<file path="config.mk">
export PLATFORM = sky130hd
export DESIGN_NAME = lru_key_value_cache_core
export DESIGN_NICKNAME = d
export VERILOG_FILES = /design/src/hdl/lkvc_pkg.sv /design/src/hdl/lkvc_cell.sv /design/src/hdl/lru_key_value_cache_core.sv
export VERILOG_INCLUDE_DIRS = /design/src /design/src/hdl
export SDC_FILE = /design/constraint.sdc
export NUM_CORES = 1
export LEC_CHECK = 0
export ABC_AREA = 1
export BUFFER_PORTS_ARGS = -buffer_cell sky130_fd_sc_hd__buf_2
export CAP_MARGIN = 0
export CORE_ASPECT_RATIO = 1.75
export CORE_MARGIN = 3
export CORE_UTILIZATION = 30
export DETAILED_ROUTE_END_ITERATION = 10
export PLACE_DENSITY = 0.51
export SLEW_MARGIN = 10
export SYNTH_ARGS = -nofsm -noshare
export SYNTH_HDL_FRONTEND = slang
export SYNTH_SLANG_ARGS = --single-unit
</file>
<file path="constraint.sdc">
create_clock -name aclk -period 21.2 [get_ports aclk]
set_clock_uncertainty 0.1 [all_clocks]
set_input_delay 6.36 -clock aclk [delete_from_list [all_inputs] [get_ports aclk]]
set_output_delay 6.36 -clock aclk [all_outputs]
set_load 0.005 [all_outputs]
</file>
<file path="src/hdl/lru_key_value_cache_core_defines.svh">
// Assertion macros shared by the LRU key-value cache RTL.
`ifndef LRU_KEY_VALUE_CACHE_CORE_DEFINES_SVH
`define LRU_KEY_VALUE_CACHE_CORE_DEFINES_SVH

`ifndef SYNTHESIS
`define LKVC_ASSERT_NOW(label, clk, rst_n, ante, cons) \
    label: assert property (@(posedge clk) disable iff (!rst_n) (ante) |-> (cons)) \
        else $error("LRU cache assertion failed");
`define LKVC_ASSERT_NEXT(label, clk, rst_n, ante, cons) \
    label: assert property (@(posedge clk) disable iff (!rst_n) (ante) |=> (cons)) \
        else $error("LRU cache assertion failed");
`else
`define LKVC_ASSERT_NOW(label, clk, rst_n, ante, cons)
`define LKVC_ASSERT_NEXT(label, clk, rst_n, ante, cons)
`endif

`endif

</file>
<file path="src/hdl/lkvc_pkg.sv">
// Types and constants of the LRU key-value cache.
package lkvc_pkg;

    localparam int ENTRIES_DEF = 16;
    localparam int KEY_W       = 16;
    localparam int DATA_W      = 32;
    localparam int CAP_W       = 5;
    localparam logic [CAP_W-1:0] CAP_RESET = 5'd16;

    localparam logic ACT_GET = 1'b0;
    localparam logic ACT_PUT = 1'b1;

    typedef struct packed {
        logic              valid;
        logic [KEY_W-1:0]  key;
        logic [DATA_W-1:0] data;
    } entry_t;

    typedef struct packed {
        logic load;
        logic shift_all;
        logic shift_valid;
        logic shift_hit;
    } ctrl_t;

endpackage

</file>
<file path="src/hdl/lkvc_cell.sv">
// One position of the recency-ordered entry chain, with key compare and shift.
module lkvc_cell (
    input  logic                        aclk,
    input  logic                        aresetn,
    input  logic [lkvc_pkg::KEY_W-1:0]  key_in,
    input  lkvc_pkg::ctrl_t             ctrl,
    input  lkvc_pkg::entry_t            prev,
    input  logic                        match_in,
    input  logic [lkvc_pkg::DATA_W-1:0] data_in,
    output lkvc_pkg::entry_t            entry,
    output logic                        match_out,
    output logic [lkvc_pkg::DATA_W-1:0] data_out
);

    logic                        valid_reg;
    logic                        valid_next;
    logic [lkvc_pkg::KEY_W-1:0]  key_reg;
    logic [lkvc_pkg::KEY_W-1:0]  key_next;
    logic [lkvc_pkg::DATA_W-1:0] data_reg;
    logic [lkvc_pkg::DATA_W-1:0] data_next;
    logic                        my_match;
    logic                        shift;

    assign my_match  = valid_reg && (key_reg == key_in);
    assign match_out = my_match || match_in;
    assign data_out  = my_match ? data_reg : data_in;

    // The cell takes its neighbor's entry when it lies at or above the slot being freed.
    assign shift = ctrl.load && (ctrl.shift_all
                                 || (ctrl.shift_valid && valid_reg)
                                 || (ctrl.shift_hit && match_out));

    always_comb begin
        valid_next = valid_reg;
        key_next   = key_reg;
        data_next  = data_reg;
        if (shift) begin
            valid_next = prev.valid;
            key_next   = prev.key;
            data_next  = prev.data;
        end
    end

    always_ff @(posedge aclk) begin
        if (!aresetn) begin
            valid_reg <= 1'b0;
        end else begin
            valid_reg <= valid_next;
        end
    end

    always_ff @(posedge aclk) begin
        key_reg  <= key_next;
        data_reg <= data_next;
    end

    assign entry = '{valid: valid_reg, key: key_reg, data: data_reg};

endmodule

</file>
<file path="src/hdl/lru_key_value_cache_core.sv">
// LRU key-value cache: a chain of cells kept in recency order, head most recent.
// Output: the result word is registered and appears in the cycle after the request word is accepted.
// Throughput: one request per cycle while the output is drained; the compare and the chain shift finish in that cycle.
// Reset (synchronous, aresetn low): all entries invalid, occupancy zero, capacity 16.
// Output stall: a new request is taken whenever the output register is empty or drained.
`include "lru_key_value_cache_core_defines.svh"
module lru_key_value_cache_core #(
    parameter int ENTRIES = lkvc_pkg::ENTRIES_DEF
) (
    input  logic                        aclk,
    input  logic                        aresetn,
    input  logic                        cfg_valid,
    output logic                        cfg_ready,
    input  logic [lkvc_pkg::CAP_W-1:0]  cfg_capacity,
    input  logic                        s_valid,
    output logic                        s_ready,
    input  logic                        s_action,
    input  logic [lkvc_pkg::KEY_W-1:0]  s_key,
    input  logic [lkvc_pkg::DATA_W-1:0] s_value,
    output logic                        m_valid,
    input  logic                        m_ready,
    output logic                        m_hit,
    output logic [lkvc_pkg::DATA_W-1:0] m_read_value
);

    localparam int OCC_W = $clog2(ENTRIES + 1);
    localparam int CMP_W = (OCC_W > lkvc_pkg::CAP_W) ? OCC_W : lkvc_pkg::CAP_W;

    logic [lkvc_pkg::CAP_W-1:0]  cap_reg;
    logic [OCC_W-1:0]            occ_reg;
    logic [OCC_W-1:0]            occ_next;
    logic                        m_valid_reg;
    logic                        m_hit_reg;
    logic [lkvc_pkg::DATA_W-1:0] m_read_value_reg;

    logic                        accept;
    logic                        hit;
    logic [lkvc_pkg::DATA_W-1:0] hit_data;
    logic [CMP_W-1:0]            cap_ext;
    logic [CMP_W-1:0]            cap_eff;
    logic                        has_room;
    lkvc_pkg::ctrl_t             ctrl;
    lkvc_pkg::entry_t            head_in;

    lkvc_pkg::entry_t            entries [ENTRIES+1];
    logic [ENTRIES:0]            match_chain;
    logic [lkvc_pkg::DATA_W-1:0] data_chain [ENTRIES+1];
    logic [ENTRIES-1:0]          valid_vec;

    assign cfg_ready = 1'b1;
    assign s_ready   = !m_valid_reg || m_ready;
    assign accept    = s_valid && s_ready;

    assign entries[0]           = head_in;
    assign match_chain[ENTRIES] = 1'b0;
    assign data_chain[ENTRIES]  = '0;

    for (genvar i = 0; i < ENTRIES; i++) begin : g_cell
        lkvc_cell u_cell (
            .aclk      (aclk),
            .aresetn   (aresetn),
            .key_in    (s_key),
            .ctrl      (ctrl),
            .prev      (entries[i]),
            .match_in  (match_chain[i+1]),
            .data_in   (data_chain[i+1]),
            .entry     (entries[i+1]),
            .match_out (match_chain[i]),
            .data_out  (data_chain[i])
        );
        assign valid_vec[i] = entries[i+1].valid;
    end

    assign hit      = match_chain[0];
    assign hit_data = data_chain[0];

    always_comb begin
        cap_ext = CMP_W'(cap_reg);
        if (cap_ext == '0) begin
            cap_eff = CMP_W'(1);
        end else if (cap_ext > CMP_W'(ENTRIES)) begin
            cap_eff = CMP_W'(ENTRIES);
        end else begin
            cap_eff = cap_ext;
        end
    end

    assign has_room = CMP_W'(occ_reg) < cap_eff;

    always_comb begin
        ctrl     = '0;
        occ_next = occ_reg;
        head_in  = '{valid: 1'b1, key: s_key, data: s_value};
        if (accept) begin
            if (hit) begin
                ctrl.load      = 1'b1;
                ctrl.shift_hit = 1'b1;
                if (s_action == lkvc_pkg::ACT_GET) begin
                    head_in.data = hit_data;
                end
            end else if (s_action == lkvc_pkg::ACT_PUT) begin
                ctrl.load = 1'b1;
                if (has_room) begin
                    ctrl.shift_all = 1'b1;
                    occ_next       = occ_reg + OCC_W'(1);
                end else begin
                    ctrl.shift_valid = 1'b1;
                end
            end
        end
    end

    always_ff @(posedge aclk) begin
        if (!aresetn) begin
            cap_reg     <= lkvc_pkg::CAP_RESET;
            occ_reg     <= '0;
            m_valid_reg <= 1'b0;
        end else begin
            if (cfg_valid && cfg_ready) begin
                cap_reg <= cfg_capacity;
            end
            occ_reg <= occ_next;
            if (accept) begin
                m_valid_reg <= 1'b1;
            end else if (m_ready) begin
                m_valid_reg <= 1'b0;
            end
        end
    end

    always_ff @(posedge aclk) begin
        if (accept) begin
            m_hit_reg        <= hit;
            m_read_value_reg <= (hit && s_action == lkvc_pkg::ACT_GET) ? hit_data : '0;
        end
    end

    assign m_valid      = m_valid_reg;
    assign m_hit        = m_hit_reg;
    assign m_read_value = m_read_value_reg;

    `LKVC_ASSERT_NOW(a_occ_count, aclk, aresetn, 1'b1, $countones(valid_vec) == occ_reg)
    `LKVC_ASSERT_NOW(a_valid_prefix, aclk, aresetn, 1'b1, ((valid_vec + ENTRIES'(1)) & valid_vec) == '0)
    `LKVC_ASSERT_NOW(a_occ_max, aclk, aresetn, 1'b1, occ_reg <= OCC_W'(ENTRIES))
    `LKVC_ASSERT_NEXT(a_put_head, aclk, aresetn, accept && s_action == lkvc_pkg::ACT_PUT, valid_vec[0] && entries[1].key == $past(s_key))

endmodule
</file>
== After elaboration in Yosys (flattened, before gate mapping) ==
Index checks and enable logic that the tools add are counted.

* Muxes and demuxes: 30
* Reductions and logical operators: 118
* Bitwise gates (word level): 2
* Eq/ne operators: 16
* Order comparisons: 2
* $add $sub $neg: 1

{| class="wikitable"
|+ Operators by type and width
! operator !! count
|-
| $mux W32 || 19
|-
| $eq A16 B16 Y1 || 16
|-
| $logic_and A1 B1 Y1 || 66
|-
| $logic_or A1 B1 Y1 || 48
|-
| $mux W5 || 2
|-
| $mux W1 || 6
|-
| $add A5 B1 Y5 const B || 1
|-
| $gt A5 B5 Y1 const B || 1
|-
| $logic_not A5 Y1 || 1
|-
| $lt A5 B5 Y1 || 1
|-
| $mux W4 || 1
|-
| $reduce_and A4 Y1 || 1
|-
| $mux W3 || 1
|-
| $mux W2 || 1
|-
| $not A1 Y1 || 2
|-
| $reduce_bool A2 Y1 || 1
|-
| $logic_not A1 Y1 || 1
|}

* Word-level logic and storage cells: 222
* Output and inout port bits: 36
* Flip-flop bits (word level): 828
* Input port bits: 59

== Logic depth before layout (Yosys ltp) ==
* Depth after elaboration: 23
* Mapped depth: 37
* Mapped depth without buffers: 33

== Modules after synthesis ==
A second synthesis with hierarchy kept.

* Cell total of the unflattened synthesis: 3,039
* Area, all modules: 39,813.2 um2

{| class="wikitable"
|+ By module, submodules not included
! module !! cells each !! area an instance (um2) !! times used
|-
| lkvc_cell || 171 || 2,338.5 || 16
|-
| lru_key_value_cache_core || 303 || 2,397.3 || 1
|}

== Least setup slack after synthesis ==
Ideal clock, no wire load.

* Kind: input port to output port
* Start point: input port m_ready
* End point: output port s_ready
* Required time: 14.740 ns
* Setup slack: 8.277 ns
* Cell stages on the path: 2
* Arrival time: 6.463 ns
* Cells stage by stage: inv_1 -> nand2_1

* Cells in the longest elaborated chain, start to end: 1

{| class="wikitable"
|+ RTL lines
! item !! RTL line !! RTL
|-
| start, declared || lru_key_value_cache_core.sv:21 || <nowiki>input logic m_ready,</nowiki>
|-
| $logic_or A1 B1 Y1 || lru_key_value_cache_core.sv:51 || <nowiki>assign s_ready = !m_valid_reg || m_ready;</nowiki>
|-
| end, declared || lru_key_value_cache_core.sv:16 || <nowiki>output logic s_ready,</nowiki>
|}

No other way between the ends.

== Worst setup path after layout ==
Same ends and word-level chain as after synthesis.

==> impl_metrics.json <==
{
  "status": "finished clean",
  "drtPass1Iterations": 5,
  "crit_chain": "buf_2, inv_1, nand2_1, buf_2",
  "peakVddDrop_v": 0.0000562,
  "finalCriticalPeriod_ns": 13.17,
  "die_h_um": 469,
  "dp_slack_ns": 8.03,
  "fillCellCount": 12290,
  "hpwl_um": 52500,
  "rr_worst_depth": 24,
  "cts.repair.resized": 0,
  "critical_path_class": "in2out",
  "max_freq_mhz": 75.9,
  "start_kind": "input port",
  "syn_to_final_growth_pct": 12.6,
  "synth_cell_types": 50,
  "placed_area_sq_um": 38700,
  "fin_tns_setup_ns": 0,
  "synth_edf_count": 801,
  "cts_sinks": 828,
  "worst_pin_slew_ns": 1.13,
  "synthArstFlopShare_pct": 0,
  "rr_startpoint": "g_cell[13].u_cell.key_reg[12]",
  "path_max_fanout": 3,
  "finalCritPeriodShare_pct": 62.1,
  "hold-path-endpoint": "g_cell[9].u_cell.data_reg[6]",
  "power_density_nw_per_um2": 82.2,
  "ant_nets": 0,
  "grtUsageTotal_pct": 11.8,
  "cts_setup_buffers": 0,
  "avgSynthCellArea_sq_um": 10.7,
  "dr.first_iter.drc_count": 1160,
  "worst_path_dominant_cell_family": "buffers and inverters",
  "hold_depth": 0,
  "crit_buf_inv": 3,
  "route.detailed.drc": 0,
  "num_vias": 22110,
  "nets": 3536,
  "postCtsHoldBufs": 0,
  "initial_core_util_pct": 30.2,
  "min-delay-start": "g_cell[8].u_cell.data_reg[6]",
  "rrSetupSlack_ns": 16.03,
  "port-buffer-count": 93,
  "first_global_vias": 22415,
  "rsz0062_at_grt": "no",
  "finalPower_mw": 3.40,
  "yosys_warnings": 0,
  "max_cap_viol_count": 0,
  "grt_max_degree": 66,
  "synth_cells": 3437,
  "crit_required_ns": 14.74,
  "grt_pass1_wl_um": 120000,
  "clk_path_buf_depth": 3,
  "cellLeakagePower_nw": 16.0,
  "crit_path_end_kind": "output pin",
  "setup_viol": 0,
  "syn_area_sq_um": 36700,
  "cp.arrival_ns": 6.71,
  "place_congestion": 0.838,
  "crit_top_cell": "buf_2",
  "rows": 169,
  "core_area_sq_um": 121000,
  "drive_gt1_share_pct": 14.5,
  "final_hold_viol_count": 0,
  "final_cell_area_sq_um": 41300,
  "largest_reg_flops": 512,
  "hold_class": "reg2reg",
  "final_common_cell": "nand2_1",
  "overflow": 0,
  "timing.rr.end": "g_cell[13].u_cell.data_reg[18]",
  "grt_antenna_before_repair": 1,
  "clk_pin_slew_ns": 0.06,
  "most-common-layout-cells": "nand2_1 (1,016), edfxtp_1 (801), nor2_1 (301)",
  "synth_top_flop_cell": "edfxtp_1",
  "hold_ws_ns": 0.328,
  "wl_um": 75600,
  "fin_ws_ns": 8.03,
  "slowest_delay_ns": 0.14,
  "cts-root-buf": "clkbuf_16",
  "yosysSeqAreaShare_pct": 67.0,
  "wire_per_inst_um": 14.7,
  "synth-seq-cells": 828,
  "cts_tree": "yes",
  "slew_headroom_pct": 24.4,
  "slew_viol_final": 0,
  "synth_nets": 3501,
  "die_area_sq_um": 127000,
  "io_pins": 95,
  "clkLatencyLatePin_ns": 0.66,
  "viasPerCell": 4.28,
  "cts_max_level": 3,
  "fp.dieW_um": 270,
  "crit_path_top_delay_cell": "buf_2",
  "cts_inserted_buffers": 81
}
-- worst max path at each step --
stage | start | end | cells past startpoint
after floorplan | m_ready | s_ready | 2
after global placement | m_ready | s_ready | 4
after detailed placement | m_ready | s_ready | 4
after CTS | m_ready | s_ready | 4
after global routing | m_ready | s_ready | 4
final | m_ready | s_ready | 4
-- per-layer routing --
layer  vias to the layer above  track usage, %  wire [um]
met1                     10084            12.7      30100
met5                         -               0          0
met3                       131            1.91       2460
li1                      11563               -          -
met4                         0            5.27       2880
met2                       332            22.5      40200
-- through the flow --
| stage | utilization, % | std cells |
|---|---|---|
| 6_report | 34.0 | 5163 |
| 5_1_grt | 34.0 | 5162 |
| 4_1_cts | 34.0 | 5161 |
| 3_5_place_dp | 31.9 | 5013 |
| 3_3_place_gp | 31.9 | 5013 |
| 2_1_floorplan | - | 3437 |
-- cell families (layout without fill, tap and decap cells) --
kind of cell	Yosys count	in the layout	synth area share, %
adder cells (fa/ha/maj)	5	5	0.171
other	1	3	0.0102
flip-flops	828	828	67.0
XOR/XNOR	73	73	1.74
AO/OA/AOI/OAI	319	319	4.98
buffers and inverters	447	547	4.98
AND/OR/NAND/NOR	1764	1764	21.1
-- layout make-up --
type	count	area (sq um)	area share, %
Tap cell	1624	2030	4.92
Multi-Input combinational cell	2162	10300	25.0
Clock inverter	52	517	1.25
Inverter	280	1050	2.54
Antenna cell	2	5.00	0.0121
Timing Repair Buffer	119	661	1.60
Sequential cell	828	24600	59.5
Clock buffer	96	2100	5.09
-- synthesized netlist by cell type, types with 13 or more instances --
cell	count	share of area [%]
nand3_1	71	0.97
inv_2	16	0.16
o22ai_1	41	0.70
nand4_1	64	1.1
edfxtp_1	801	66
clkbuf_1	77	0.79
or2_2	214	3.6
o21ai_0	45	0.61
nor3_1	13	0.18
a21oi_1	174	2.4
xor2_1	49	1.2
nor4_1	18	0.31
dfxtp_1	27	1.5
buf_1	29	0.30
a221oi_1	17	0.41
xnor2_1	24	0.57
nand2_1	1017	10
or2_0	32	0.55
nor2_1	302	3.1
buf_2	43	0.59
inv_1	263	2.7
-- where the power goes --
group	switching, mW	internal, mW	total (mW)
combinational	0.0806	0.0303	0.111
sequential	0.0188	1.83	1.85
clock	0.628	0.812	1.44
Note: power is estimated with default switching activity, not from simulation.
